`src/hw/rtl/topological_sort_levels_core_macros.svh`:
```
// ----------------------------------------------------------------------------
// Assertion macros for the topological sort core
// Concurrent checks sampled on clk, disabled while rst_n is low.
// ----------------------------------------------------------------------------
`ifndef TOPOLOGICAL_SORT_LEVELS_CORE_MACROS_SVH
`define TOPOLOGICAL_SORT_LEVELS_CORE_MACROS_SVH

// Same-cycle implication
`define TSL_ASSERT_IMPLY(label, ante, cons, msg) \
    label: assert property (@(posedge clk) disable iff (!rst_n) (ante) |-> (cons)) \
        else $error(msg);

// Next-cycle implication
`define TSL_ASSERT_NEXT(label, ante, cons, msg) \
    label: assert property (@(posedge clk) disable iff (!rst_n) (ante) |=> (cons)) \
        else $error(msg);

`endif

```
`src/hw/rtl/tsl_pkg.sv`:
```
// ----------------------------------------------------------------------------
// tsl_pkg
// Widths, codes and defaults shared by the topological sort core.
// ----------------------------------------------------------------------------
package tsl_pkg;

    localparam int MAX_VERTICES_DEF = 32;
    localparam int ADDR_LIMIT       = 32;   // vertex fields are 5 bits

    localparam int CMD_W    = 1;
    localparam int VERTEX_W = 5;
    localparam int VCOUNT_W = 6;
    localparam int LEVEL_W  = 6;
    localparam int DEG_W    = 6;
    localparam int LPATH_W  = 5;

    localparam logic [VCOUNT_W-1:0] VCOUNT_RESET = 6'd32;

    localparam logic [CMD_W-1:0] CMD_ADD_EDGE = 1'b0;
    localparam logic [CMD_W-1:0] CMD_SORT     = 1'b1;

endpackage

```
`src/hw/rtl/tsl_ram.sv`:
```
// ----------------------------------------------------------------------------
// tsl_ram
// Generic single-write, single-read RAM with registered read data.
// ----------------------------------------------------------------------------
module tsl_ram #(
    parameter int WIDTH = 8,
    parameter int DEPTH = 32
) (
    input  logic                     clk,
    input  logic                     we,
    input  logic [$clog2(DEPTH)-1:0] waddr,
    input  logic [WIDTH-1:0]         wdata,
    input  logic                     re,
    input  logic [$clog2(DEPTH)-1:0] raddr,
    output logic [WIDTH-1:0]         rdata
);

    logic [WIDTH-1:0] mem_reg [DEPTH];
    logic [WIDTH-1:0] rdata_reg;

    always_ff @(posedge clk)
    begin
        if (we)
        begin
            mem_reg[waddr] <= wdata;
        end
        if (re)
        begin
            rdata_reg <= mem_reg[raddr];
        end
    end

    assign rdata = rdata_reg;

endmodule

```
`src/hw/rtl/topological_sort_levels_core.sv`:
```
// ----------------------------------------------------------------------------
// topological_sort_levels_core
// Add edge: accepted while idle, no result. Sort with n active vertices:
// paced by one in-degree adder/decrementer visiting one matrix bit per
// cycle; one result per pop.
// Input stalls for the whole sort; output register waits on downstream.
// Reset clears the edge matrix, sets vertex_count to 32, empties the output.
// ----------------------------------------------------------------------------
module topological_sort_levels_core #(
    parameter int MAX_VERTICES = tsl_pkg::MAX_VERTICES_DEF
) (
    input  logic                          clk,
    input  logic                          rst_n,
    // configuration: vertex_count
    input  logic                          cfg_write_en,
    input  logic [tsl_pkg::VCOUNT_W-1:0]  cfg_write_data,
    // request channel
    input  logic                          in_valid,
    output logic                          in_stall,
    input  logic [tsl_pkg::CMD_W-1:0]     cmd,
    input  logic [tsl_pkg::VERTEX_W-1:0]  from_vertex,
    input  logic [tsl_pkg::VERTEX_W-1:0]  to_vertex,
    // result channel
    output logic                          out_valid,
    input  logic                          out_stall,
    output logic [tsl_pkg::VERTEX_W-1:0]  vertex,
    output logic                          vertex_valid,
    output logic [tsl_pkg::LEVEL_W-1:0]   level,
    output logic                          last,
    output logic                          complete,
    output logic [tsl_pkg::LPATH_W-1:0]   path_len
);

    import tsl_pkg::*;

    `include "topological_sort_levels_core_macros.svh"

    // Only vertices reachable through the 5-bit fields can be stored.
    localparam int NV = (MAX_VERTICES < ADDR_LIMIT) ? MAX_VERTICES : ADDR_LIMIT;
    localparam int QW = $clog2(NV);        // vertex / queue index
    localparam int CW = $clog2(NV + 1);    // counters that reach NV
    localparam int EW = QW + LEVEL_W;      // queue entry: vertex, level
    localparam logic [VCOUNT_W-1:0] NV_W = VCOUNT_W'(NV);

    typedef enum logic [2:0] {
        ST_IDLE,
        ST_COUNT,      // column-major scan: in-degree of column j, queue sources
        ST_POP_CHECK,  // issue queue read if anything left
        ST_POP,        // take queue head, stage its result
        ST_SCAN,       // walk successors of the popped vertex
        ST_FINISH      // flush the staged result with the summary
    } state_t;

    state_t                 state_reg;
    logic [VCOUNT_W-1:0]    vcount_reg;
    logic [NV-1:0]          adj_reg [NV];
    logic [NV-1:0]          queued_reg;
    logic [CW-1:0]          n_reg;
    logic [CW-1:0]          i_reg;
    logic [CW-1:0]          j_reg;
    logic [CW-1:0]          head_reg;
    logic [CW-1:0]          tail_reg;
    logic [CW-1:0]          count_reg;
    logic [DEG_W-1:0]       acc_reg;
    logic [LEVEL_W-1:0]     max_level_reg;
    logic [QW-1:0]          now_reg;
    logic [LEVEL_W-1:0]     now_level_reg;
    logic                   pend_valid_reg;
    logic [QW-1:0]          pend_vertex_reg;
    logic [LEVEL_W-1:0]     pend_level_reg;

    logic                   out_valid_reg;
    logic [VERTEX_W-1:0]    out_vertex_reg;
    logic                   out_vvalid_reg;
    logic [LEVEL_W-1:0]     out_level_reg;
    logic                   out_last_reg;
    logic                   out_complete_reg;
    logic [LPATH_W-1:0]     out_lpath_reg;

    // ------------------------------------------------------------------
    // Datapath
    // ------------------------------------------------------------------
    logic [VCOUNT_W-1:0]    eff_count;
    logic [CW-1:0]          n_eff;
    logic                   in_accept;
    logic                   sort_accept;
    logic                   out_free;
    logic                   out_load;
    logic                   edge_in_range;
    logic [QW-1:0]          j_idx;
    logic [CW-1:0]          j_ahead;
    logic [QW-1:0]          row_sel;
    logic                   adj_bit;
    logic [DEG_W-1:0]       alu_a;
    logic [DEG_W-1:0]       alu_res;
    logic                   alu_zero;
    logic                   last_row;
    logic                   last_col;
    logic                   pop_more;
    logic                   pops_in_step;
    logic                   enqueue;
    logic [LEVEL_W-1:0]     enq_level;
    logic [EW-1:0]          q_wdata;
    logic [EW-1:0]          q_rdata;
    logic [QW-1:0]          rd_vertex;
    logic [LEVEL_W-1:0]     rd_level;
    logic                   q_re;
    logic                   deg_we;
    logic                   deg_re;
    logic [QW-1:0]          deg_raddr;
    logic [DEG_W-1:0]       deg_rdata;
    logic [LEVEL_W-1:0]     lp_full;

    // Counts above the store size are clamped.
    assign eff_count = (vcount_reg > NV_W) ? NV_W : vcount_reg;
    assign n_eff     = eff_count[CW-1:0];

    assign in_stall    = (state_reg != ST_IDLE);
    assign in_accept   = in_valid && !in_stall;
    assign sort_accept = in_accept && (cmd == CMD_SORT);
    assign out_free    = !out_valid_reg || !out_stall;

    // output register takes a new result this cycle
    assign out_load = ((state_reg == ST_POP) && pend_valid_reg && out_free) ||
                      ((state_reg == ST_FINISH) && out_free);

    assign edge_in_range = (VCOUNT_W'(from_vertex) < NV_W) &&
                           (VCOUNT_W'(to_vertex) < NV_W);

    // Row is the predecessor: counter i while counting, the popped vertex
    // while releasing successors. Column is always j.
    assign j_idx   = j_reg[QW-1:0];
    assign j_ahead = j_reg + CW'(1);
    assign row_sel = (state_reg == ST_COUNT) ? i_reg[QW-1:0] : now_reg;
    assign adj_bit = adj_reg[row_sel][j_idx];

    // Shared in-degree unit: accumulate while counting, saturating
    // decrement while releasing.
    assign alu_a    = (state_reg == ST_COUNT) ? acc_reg : deg_rdata;
    assign alu_res  = (state_reg == ST_COUNT) ? (alu_a + DEG_W'(adj_bit))
                                              : (alu_a - DEG_W'(alu_a != '0));
    assign alu_zero = (alu_res == '0);

    assign last_row = (i_reg == n_reg - CW'(1));
    assign last_col = (j_reg == n_reg - CW'(1));
    assign pop_more = (head_reg < tail_reg) && (head_reg < n_reg);
    assign pops_in_step = (head_reg <= tail_reg) && (count_reg == head_reg);

    // A source is queued once its column total is zero; a successor once
    // its last pending edge is released and it has no level yet.
    assign enqueue = ((state_reg == ST_COUNT) && last_row && alu_zero) ||
                     ((state_reg == ST_SCAN) && adj_bit && alu_zero &&
                      !queued_reg[j_idx] && (tail_reg < n_reg));
    assign enq_level = (state_reg == ST_COUNT) ? LEVEL_W'(1)
                                               : (now_level_reg + LEVEL_W'(1));
    assign q_wdata   = {j_idx, enq_level};
    assign q_re      = (state_reg == ST_POP_CHECK) && pop_more;
    assign rd_vertex = q_rdata[EW-1:LEVEL_W];
    assign rd_level  = q_rdata[LEVEL_W-1:0];
    assign lp_full   = max_level_reg - LEVEL_W'(1);

    // Ready queue: FIFO order, written at tail, read at head.
    tsl_ram #(
        .WIDTH (EW),
        .DEPTH (NV)
    ) u_ready_queue (
        .clk   (clk),
        .we    (enqueue),
        .waddr (tail_reg[QW-1:0]),
        .wdata (q_wdata),
        .re    (q_re),
        .raddr (head_reg[QW-1:0]),
        .rdata (q_rdata)
    );

    // In-degree store: written by every sort before it is read. While
    // releasing, column j+1 is fetched during column j (column 0 during
    // the pop), so the registered data lines up with j. The write at j
    // never hits the column being fetched.
    assign deg_we    = ((state_reg == ST_COUNT) && last_row) ||
                       ((state_reg == ST_SCAN) && adj_bit);
    assign deg_re    = (state_reg == ST_POP) || (state_reg == ST_SCAN);
    assign deg_raddr = (state_reg == ST_SCAN) ? j_ahead[QW-1:0] : '0;

    tsl_ram #(
        .WIDTH (DEG_W),
        .DEPTH (NV)
    ) u_in_degree (
        .clk   (clk),
        .we    (deg_we),
        .waddr (j_idx),
        .wdata (alu_res),
        .re    (deg_re),
        .raddr (deg_raddr),
        .rdata (deg_rdata)
    );

    // ------------------------------------------------------------------
    // Sequencer, edge matrix and output register
    // ------------------------------------------------------------------
    always_ff @(posedge clk or negedge rst_n)
    begin
        if (!rst_n)
        begin
            state_reg      <= ST_IDLE;
            vcount_reg     <= VCOUNT_RESET;
            for (int r = 0; r < NV; r++)
            begin
                adj_reg[r] <= '0;
            end
            queued_reg       <= '0;
            n_reg            <= '0;
            i_reg            <= '0;
            j_reg            <= '0;
            head_reg         <= '0;
            tail_reg         <= '0;
            count_reg        <= '0;
            acc_reg          <= '0;
            max_level_reg    <= '0;
            now_reg          <= '0;
            now_level_reg    <= '0;
            pend_valid_reg   <= 1'b0;
            pend_vertex_reg  <= '0;
            pend_level_reg   <= '0;
            out_valid_reg    <= 1'b0;
            out_vertex_reg   <= '0;
            out_vvalid_reg   <= 1'b0;
            out_level_reg    <= '0;
            out_last_reg     <= 1'b0;
            out_complete_reg <= 1'b0;
            out_lpath_reg    <= '0;
        end
        else
        begin
            if (cfg_write_en)
            begin
                vcount_reg <= cfg_write_data;
            end

            // downstream took the result and nothing replaces it
            if (out_valid_reg && !out_stall && !out_load)
            begin
                out_valid_reg <= 1'b0;
            end

            unique case (state_reg)
                ST_IDLE:
                begin
                    if (in_accept)
                    begin
                        if (cmd == CMD_ADD_EDGE)
                        begin
                            if (edge_in_range)
                            begin
                                adj_reg[from_vertex[QW-1:0]][to_vertex[QW-1:0]] <= 1'b1;
                            end
                        end
                        else
                        begin
                            n_reg          <= n_eff;
                            i_reg          <= '0;
                            j_reg          <= '0;
                            head_reg       <= '0;
                            tail_reg       <= '0;
                            count_reg      <= '0;
                            acc_reg        <= '0;
                            max_level_reg  <= '0;
                            queued_reg     <= '0;
                            pend_valid_reg <= 1'b0;
                            state_reg      <= (n_eff == '0) ? ST_FINISH : ST_COUNT;
                        end
                    end
                end

                ST_COUNT:
                begin
                    if (last_row)
                    begin
                        acc_reg <= '0;
                        i_reg   <= '0;
                        j_reg   <= j_reg + CW'(1);
                        if (last_col)
                        begin
                            state_reg <= ST_POP_CHECK;
                        end
                    end
                    else
                    begin
                        acc_reg <= alu_res;
                        i_reg   <= i_reg + CW'(1);
                    end
                    if (enqueue)
                    begin
                        queued_reg[j_idx] <= 1'b1;
                        tail_reg          <= tail_reg + CW'(1);
                    end
                end

                ST_POP_CHECK:
                begin
                    state_reg <= pop_more ? ST_POP : ST_FINISH;
                end

                ST_POP:
                begin
                    // the staged result can only move on once the
                    // output register is free
                    if (!pend_valid_reg || out_free)
                    begin
                        if (pend_valid_reg)
                        begin
                            out_valid_reg    <= 1'b1;
                            out_vertex_reg   <= VERTEX_W'(pend_vertex_reg);
                            out_vvalid_reg   <= 1'b1;
                            out_level_reg    <= pend_level_reg;
                            out_last_reg     <= 1'b0;
                            out_complete_reg <= 1'b0;
                            out_lpath_reg    <= '0;
                        end
                        pend_valid_reg  <= 1'b1;
                        pend_vertex_reg <= rd_vertex;
                        pend_level_reg  <= rd_level;
                        now_reg         <= rd_vertex;
                        now_level_reg   <= rd_level;
                        if (rd_level > max_level_reg)
                        begin
                            max_level_reg <= rd_level;
                        end
                        count_reg <= count_reg + CW'(1);
                        head_reg  <= head_reg + CW'(1);
                        j_reg     <= '0;
                        state_reg <= ST_SCAN;
                    end
                end

                ST_SCAN:
                begin
                    if (enqueue)
                    begin
                        queued_reg[j_idx] <= 1'b1;
                        tail_reg          <= tail_reg + CW'(1);
                    end
                    j_reg <= j_reg + CW'(1);
                    if (last_col)
                    begin
                        state_reg <= ST_POP_CHECK;
                    end
                end

                ST_FINISH:
                begin
                    if (out_free)
                    begin
                        // final result carries the summary; with nothing
                        // sorted it is a lone empty result
                        out_valid_reg    <= 1'b1;
                        out_vertex_reg   <= pend_valid_reg ? VERTEX_W'(pend_vertex_reg) : '0;
                        out_vvalid_reg   <= pend_valid_reg;
                        out_level_reg    <= pend_valid_reg ? pend_level_reg : '0;
                        out_last_reg     <= 1'b1;
                        out_complete_reg <= (count_reg == n_reg);
                        out_lpath_reg    <= pend_valid_reg ? lp_full[LPATH_W-1:0] : '0;
                        pend_valid_reg   <= 1'b0;
                        state_reg        <= ST_IDLE;
                    end
                end

                default:
                begin
                    state_reg <= ST_IDLE;
                end
            endcase
        end
    end

    assign out_valid    = out_valid_reg;
    assign vertex       = out_vertex_reg;
    assign vertex_valid = out_vvalid_reg;
    assign level        = out_level_reg;
    assign last         = out_last_reg;
    assign complete     = out_complete_reg;
    assign path_len     = out_lpath_reg;

    // ------------------------------------------------------------------
    // Assertions
    // ------------------------------------------------------------------
    `TSL_ASSERT_IMPLY(a_tail_bound, state_reg != ST_IDLE, tail_reg <= n_reg, "tail past count")
    `TSL_ASSERT_IMPLY(a_head_count, state_reg != ST_IDLE, pops_in_step, "pop bookkeeping")
    `TSL_ASSERT_NEXT(a_sort_start, sort_accept, state_reg != ST_IDLE, "sort did not start")

endmodule
```
`config.mk`:
```
export PLATFORM = sky130hd
export DESIGN_NAME = topological_sort_levels_core
export DESIGN_NICKNAME = d
export VERILOG_FILES = /design/src/hw/rtl/tsl_pkg.sv /design/src/hw/rtl/tsl_ram.sv /design/src/hw/rtl/topological_sort_levels_core.sv
export VERILOG_INCLUDE_DIRS = /design/src /design/src/hw/rtl
export SDC_FILE = /design/constraint.sdc
export NUM_CORES = 2
export LEC_CHECK = 0
export BUFFER_PORTS_ARGS = -buffer_cell sky130_fd_sc_hd__buf_4
export CAP_MARGIN = 20
export CORE_ASPECT_RATIO = 0.6
export CORE_MARGIN = 8
export CORE_UTILIZATION = 55
export DETAILED_ROUTE_END_ITERATION = 8
export PLACE_DENSITY = 0.67
export SLEW_MARGIN = 20
export SYNTH_ARGS = -nofsm -noshare
export SYNTH_HDL_FRONTEND = slang
export SYNTH_SLANG_ARGS = --single-unit
export TNS_END_PERCENT = 5
```
`constraint.sdc`:
```
create_clock -name clk -period 12 [get_ports clk]
set_input_delay 1.8 -clock clk [delete_from_list [all_inputs] [get_ports clk]]
set_output_delay 1.8 -clock clk [all_outputs]
set_load 0.005 [all_outputs]
```
# Word-level counts from Yosys, hierarchy flattened
# Memory sizes are Yosys's and may differ from the RTL's. A register that Yosys moved wholly into a read port is not among the register bits.
# Index checks and enable logic that the tools add are counted.
# totals
register_bits	1145
word_cells	239
mem_count	2
ramBits	544
output_inout_bits	21
# op_classes
n_reduce_logical	52
add_sub_neg	10
muxes	89
n_eq_ne	16
magnitude_cmp	12
bitwise	5
# memory_table
name	words	word_bits	read_ports	rd_clocked_by_memory_dff	write_ports	line	source
u_ready_queue.mem_reg	32	11	1	1	1	tsl_ram.sv:18	logic [WIDTH-1:0] mem_reg [DEPTH];
u_in_degree.mem_reg	32	6	1	1	1	tsl_ram.sv:18	
# ops
op	count
$or 1024x1024->1024	1
$mux 32	6
$bmux 32 s5	1
$demux 32 s5	1
$mux 6	19
$pmux 6 s2	7
$pmux 32 s2	1
$mux 5	10
$add 6x1->6 const B	6
$or 32x32->32	1
$mux 3	8
$pmux 6 s4	1
$mux 1	23
$pmux 5 s2	2
$reduce_and 5->1	4
$eq 6x6->1	3
$lt 6x6->1	3
$pmux 3 s6	1
$logic_and 1x1->1	17
$ge 6x6->1 const B	2
$logic_not 6->1	2
$lt 5x6->1 const B	2
$not 5->6	2
$reduce_and 4->1	3
28 further kinds	58

# Longest topological paths before layout
# logic_depth
ltp_word	17
ltp_mapped	29
mapped_depth_nobuf	23

# Hierarchy
# From an unflattened synthesis, not the netlist that was laid out.
# hier_totals
hier_cells	5824
hier_area_um2	73955.9
# modules_own_cells
module	area_each_um2	seq_area_each_um2	n_inst	cells_each
topological_sort_levels_core	52003.6	28653.7	1	4700
tsl_ram at u_ready_queue	14302.5	10900.5	1	801
tsl_ram at u_in_degree	7649.8	5945.7	1	323

# Worst setup path before layout
# No wires, ideal clock.
# synth_timing
kind	reg2reg
startpoint	reg state_reg[2]
endpoint	mem u_ready_queue.mem_reg[0][0] in the netlist's numbering (enable)
n_path_buf	5
slack_ns	5.120
period_less_slack_ns	6.880
stages_incl_launch_ff	29
setup_ns	0.396
required_ns	11.604
arrival_ns	6.485
cell_sequence	dfrtp_1 > buf_6 > nor3b_4 > o21ai_2 > buf_6 > buf_4 > buf_2 > mux2i_1 > a221oi_1 > nand4_1 > nand4_1 > o41a_1 > nor4b_2 > and2_4 > nand2_1 > o21ai_0 > ha_1 > inv_1 > fa_1 > inv_1 > a21o_1 > a21oi_1 > xnor2_1 > nor4_1 > and2_1 > nand4_1 > o21a_2 > buf_6 > nor3b_1
# synth_via
elab_chain_cells	17
word_cells_on_any_way	24
classes_between	add/sub (2); eq/ne (2); mux (10); bitwise (1); reduce/logical (9)
# synth_rtl
item	line	source
start: declaration	topological_sort_levels_core.sv:54	state_t state_reg;
start signal: assignment	topological_sort_levels_core.sv:270	state_reg <= (n_eff == '0) ? ST_FINISH : ST_COUNT;
start signal: assignment	topological_sort_levels_core.sv:301	state_reg <= pop_more ? ST_POP : ST_FINISH;
$eq 3x1->1 (*)	topological_sort_levels_core.sv:134, topological_sort_levels_core.sv:139, topological_sort_levels_core.sv:140	
$mux 5	topological_sort_levels_core.sv:134	assign row_sel = (state_reg == ST_COUNT) ? i_reg[QW-1:0] : now_reg;
$not 5->6 (not written as such)	topological_sort_levels_core.sv:135	assign adj_bit = adj_reg[row_sel][j_idx];
$bmux 32 s5	topological_sort_levels_core.sv:135	
$mux 32 (not written as such) (2 in a row)	topological_sort_levels_core.sv:135	
$bmux 1 s5	topological_sort_levels_core.sv:135	
$mux 1 (not written as such)	topological_sort_levels_core.sv:135	
$add 6x1->6	topological_sort_levels_core.sv:140	assign alu_res = (state_reg == ST_COUNT) ? (alu_a + DEG_W'(adj_bit))
$mux 6 (*)	topological_sort_levels_core.sv:140	
named net alu_res[4]	topological_sort_levels_core.sv:95	logic [DEG_W-1:0] alu_res;
$logic_not 6->1 (*)	topological_sort_levels_core.sv:142	assign alu_zero = (alu_res == '0);
$logic_and 1x1->1 (2 in a row)	topological_sort_levels_core.sv:152	((state_reg == ST_SCAN) && adj_bit && alu_zero &&
$logic_and 1x1->1	topological_sort_levels_core.sv:153	!queued_reg[j_idx] && (tail_reg < n_reg));
$logic_or 1x1->1 (*)	topological_sort_levels_core.sv:151	assign enqueue = ((state_reg == ST_COUNT) && last_row && alu_zero) ||
$mux 1 (*)	tsl_ram.sv:23	if (we)
$mux 1 (not written as such) (*)	tsl_ram.sv:25	mem_reg[waddr] <= wdata;
end: declaration	tsl_ram.sv:18	
# Mark *: on every way through the listed nets, which the timed path passes. The rest lies on a longest branch. The select of a mux whose other input is x is not followed.

# Worst setup path after layout
# layout_timing
startpoint	reg state_reg[1]
endpoint	mem u_ready_queue.mem_reg[9][5] in the netlist's numbering (enable)
# The elaborated chain is that of the path after synthesis.

==> load_flow_metrics.sql <==
INSERT INTO impl_metrics (metric_group, metric, value, unit) VALUES
('setup_path', 'critical_path.most_common_cell', 'sky130_fd_sc_hd__buf_4', ''),
('cts', 'cts_made_buffers', '156', ''),
('setup_path', 'cpLargestDelayFamily', 'simple AND/OR/NAND/NOR gates', ''),
('global_routing', 'grt_start_max_net_pins', '186', ''),
('power', 'p_leak', '39.83', 'nW'),
('sta', 'max-slew-margin-rel', '13.15', '%'),
('synthesis', 'netlist.area_leader.share', '37.32', '%'),
('sta', 'finalSetupTns', '0', 'ps'),
('detailed_routing', 'drt-wirelength-per-cell', '33.44', 'um'),
('cts', 'clock_tree.buffer_depth', '3', ''),
('sta', 'finalSetupViolations', '0', ''),
('layout', 'num-nets-final', '5840', ''),
('power', 'power.total', '18.94', 'mW'),
('placed_design', 'dp_hpwl', '159500', 'um'),
('detailed_routing', 'dr.pass1.iters', '8', ''),
('synthesis', 'syn-instance-count', '5887', ''),
('power', 'max-vdd-ir-drop', '0.4084', 'mV'),
('sta', 'setup_skew', '43.52', 'ps'),
('cts', 'clkTransAtPathRegs', '70', 'ps'),
('synthesis', 'synth.avg_cell_area', '13.03', 'um2'),
('die', 'core_region_area', '0.1389', 'mm2'),
('die', 'dieHeight', '305.3', 'um'),
('detailed_routing', 'vias', '54341', ''),
('synthesis', 'ys.warnings.count', '0', ''),
('layout', 'stdcell_area', '0.08422', 'mm2'),
('detailed_routing', 'vias_per_cell', '7.015', ''),
('layout', 'mostFrequentLayoutCells', 'sky130_fd_sc_hd__dfrtp_1, sky130_fd_sc_hd__a21o_1, sky130_fd_sc_hd__edfxtp_1', ''),
('die', 'die_area', '0.1521', 'mm2'),
('sta', 'finalHoldWorstSlack', '435.2', 'ps'),
('cts', 'post-cts-setup-buffers', '0', ''),
('global_routing', 'globalRouteOverflowTotal', '0', ''),
('setup_path', 'reg2reg_to', 'u_ready_queue.mem_reg[9][5]', ''),
('setup_path', 'timing.reg2reg.worst_path_depth', '25', ''),
('cts', 'ctsRootBufferMaster', 'sky130_fd_sc_hd__clkbuf_16', ''),
('global_routing', 'global_route.usage.total', '33.50', '%'),
('placed_design', 'place_congestion', '0.9737', ''),
('status', 'outcome', 'finished, final reports clean', ''),
('synthesis', 'synth_flop_cell', 'sky130_fd_sc_hd__dfrtp_1', ''),
('sta', 'slew_violations', '0', ''),
('setup_path', 'slowest_delay', '920', 'ps'),
('setup_path', 'worst-setup-path-type', 'reg -> reg', ''),
('setup_path', 'reg2reg_from', 'state_reg[1]', ''),
('synthesis', 'largest_area_contributor_in_the_synthesized_netlist', 'sky130_fd_sc_hd__dfrtp_1', ''),
('cts', 'cts_htree_levels', '4', ''),
('hold_path', 'timing.hold.worst.start', 'u_ready_queue.rdata[10]', ''),
('synthesis', 'netlist-cell-type-count', '105', ''),
('cts', 'tritoncts_num_sinks', '1706', ''),
('synthesis', 'synth_enable_flop_cells', '561', ''),
('power', 'power-per-cell-area', '224.8', 'mW/mm2'),
('layout', 'final_core_util', '60.65', '%'),
('detailed_routing', 'detail_route.iter0.violations', '8256', ''),
('global_routing', 'antenna_violations_before_repair', '10', ''),
('cts', 'cts.hold.buffers_added', '0', ''),
('setup_path', 'timing.critical_path.slowest_stage_cell', 'sky130_fd_sc_hd__a21oi_4', ''),
('die', 'floorplan.initialDensity', '55.24', '%'),
('layout', 'largest_reg_flops', '1024', ''),
('setup_path', 'reg2reg_slack', '1270', 'ps'),
('synthesis', 'synth.area.top_cells', 'sky130_fd_sc_hd__dfrtp_1, sky130_fd_sc_hd__edfxtp_1, sky130_fd_sc_hd__a21o_1', ''),
('setup_path', 'cp-end-kind', 'flop', ''),
('hold_path', 'hold-path-endpoint', 'pend_vertex_reg[4]', ''),
('layout', 'mostFrequentLayoutCell', 'sky130_fd_sc_hd__dfrtp_1', ''),
('sta', 'achievable-frequency', '93.17', 'MHz'),
('setup_path', 'cp_data_required_time', '12410', 'ps'),
('setup_path', 'cp.arrival', '11140', 'ps'),
('hold_path', 'min-delay-path-class', 'reg -> reg', ''),
('hold_path', 'worstHoldPathCells', '2', ''),
('sta', 'final_min_period_over_clock_period', '89.44', '%'),
('detailed_routing', 'drcViolationCount', '0', ''),
('die', 'std_cell_rows', '106', ''),
('global_routing', 'grt_pass1_vias', '51989', ''),
('setup_path', 'element_type_at_the_critical_path_start', 'flop', '');
-- cell usage after synthesis, types with 25 or more instances --
cell / count
sky130_fd_sc_hd__dfrtp_1: 1144
sky130_fd_sc_hd__a21o_1: 762
sky130_fd_sc_hd__edfxtp_1: 561
sky130_fd_sc_hd__nand2_1: 536
sky130_fd_sc_hd__clkbuf_1: 273
sky130_fd_sc_hd__mux2i_1: 265
sky130_fd_sc_hd__mux4_2: 247
sky130_fd_sc_hd__o21bai_1: 247
sky130_fd_sc_hd__nor2_1: 155
sky130_fd_sc_hd__o21ai_0: 128
sky130_fd_sc_hd__nand3_1: 123
sky130_fd_sc_hd__a21oi_1: 120
sky130_fd_sc_hd__buf_2: 101
sky130_fd_sc_hd__a211oi_1: 100
sky130_fd_sc_hd__and3_1: 78
sky130_fd_sc_hd__o22ai_1: 74
sky130_fd_sc_hd__inv_1: 71
sky130_fd_sc_hd__mux2_2: 69
sky130_fd_sc_hd__a22o_1: 61
sky130_fd_sc_hd__nor3_1: 53
sky130_fd_sc_hd__o211ai_1: 48
sky130_fd_sc_hd__and2_1: 43
sky130_fd_sc_hd__a31oi_1: 41
sky130_fd_sc_hd__buf_6: 41
sky130_fd_sc_hd__ha_1: 40
sky130_fd_sc_hd__a221oi_1: 37
sky130_fd_sc_hd__nand4_1: 35
sky130_fd_sc_hd__buf_1: 32
sky130_fd_sc_hd__nor3b_1: 32
sky130_fd_sc_hd__buf_4: 30
sky130_fd_sc_hd__nor2b_1: 26
sky130_fd_sc_hd__nor4_1: 25
-- metal layers --
metal  up-vias  global-route usage, %  share of wire, %
li1      21781                      -                 -
met1     27921                  51.94                42
met2      3976                  42.48                38
met3       653                  13.24                16
met4        10                  10.97               3.7
met5         -                      0             0.034
-- cells by family after synthesis --
kind of cell               after synthesis  synth area share (%)
buffers and inverters                  551                 3.430
AOI/OAI and AO/OA                     1749                 16.61
muxes                                  586                 11.84
DFF                                   1706                 59.31
adders and majority gates               41                0.6785
and+or+nand+nor                       1209                 7.615
xor gates and xnor gates                45                0.5138
-- power by group --
| part | internal [mW] | switching, mW |
|---|---|---|
| clock | 2.86 | 2.31 |
| sequential | 6.87 | 0.289 |
| combinational | 1.88 | 4.72 |
| total | 11.6 | 7.32 |
-- stage by stage --
step	std cells	worst slack, ps
5_1_grt	7742	966.4
3_5_place_dp	7454	1621
6_report	7746	1267
4_1_cts	7739	1568
3_3_place_gp	7454	1839
2_1_floorplan	5887	5120
-- worst max-delay path by stage --
stage            startpoint                           end  cells past startpoint
2_1_floorplan  state_reg[2]   u_ready_queue.mem_reg[0][0]                     28
3_3_place_gp   state_reg[1]   u_ready_queue.mem_reg[9][4]                     23
3_5_place_dp   state_reg[1]  u_ready_queue.mem_reg[29][7]                     25
4_1_cts        state_reg[1]  u_ready_queue.mem_reg[29][7]                     25
5_1_grt        state_reg[1]   u_ready_queue.mem_reg[9][5]                     25
6_report       state_reg[1]   u_ready_queue.mem_reg[9][5]                     25
-- cell type report --
class | count | area, um2 | share of cell area [%]
Antenna cell | 6 | 15.01 | 0.01783
Clock buffer | 223 | 4532 | 5.381
Clock inverter | 62 | 695.7 | 0.8260
Inverter | 73 | 274.0 | 0.3254
Multi-Input combinational cell | 3630 | 29140 | 34.61
Sequential cell | 1706 | 45530 | 54.06
Tap cell | 1836 | 2297 | 2.728
Timing Repair Buffer | 210 | 1729 | 2.053
-- tightest hold or removal path: stages, from the launching register on --
cell and delay [ps]:
sky130_fd_sc_hd__edfxtp_1 320, sky130_fd_sc_hd__nand2_1 40, sky130_fd_sc_hd__nand2_1 40
Power figures use the tool's default switching activity.
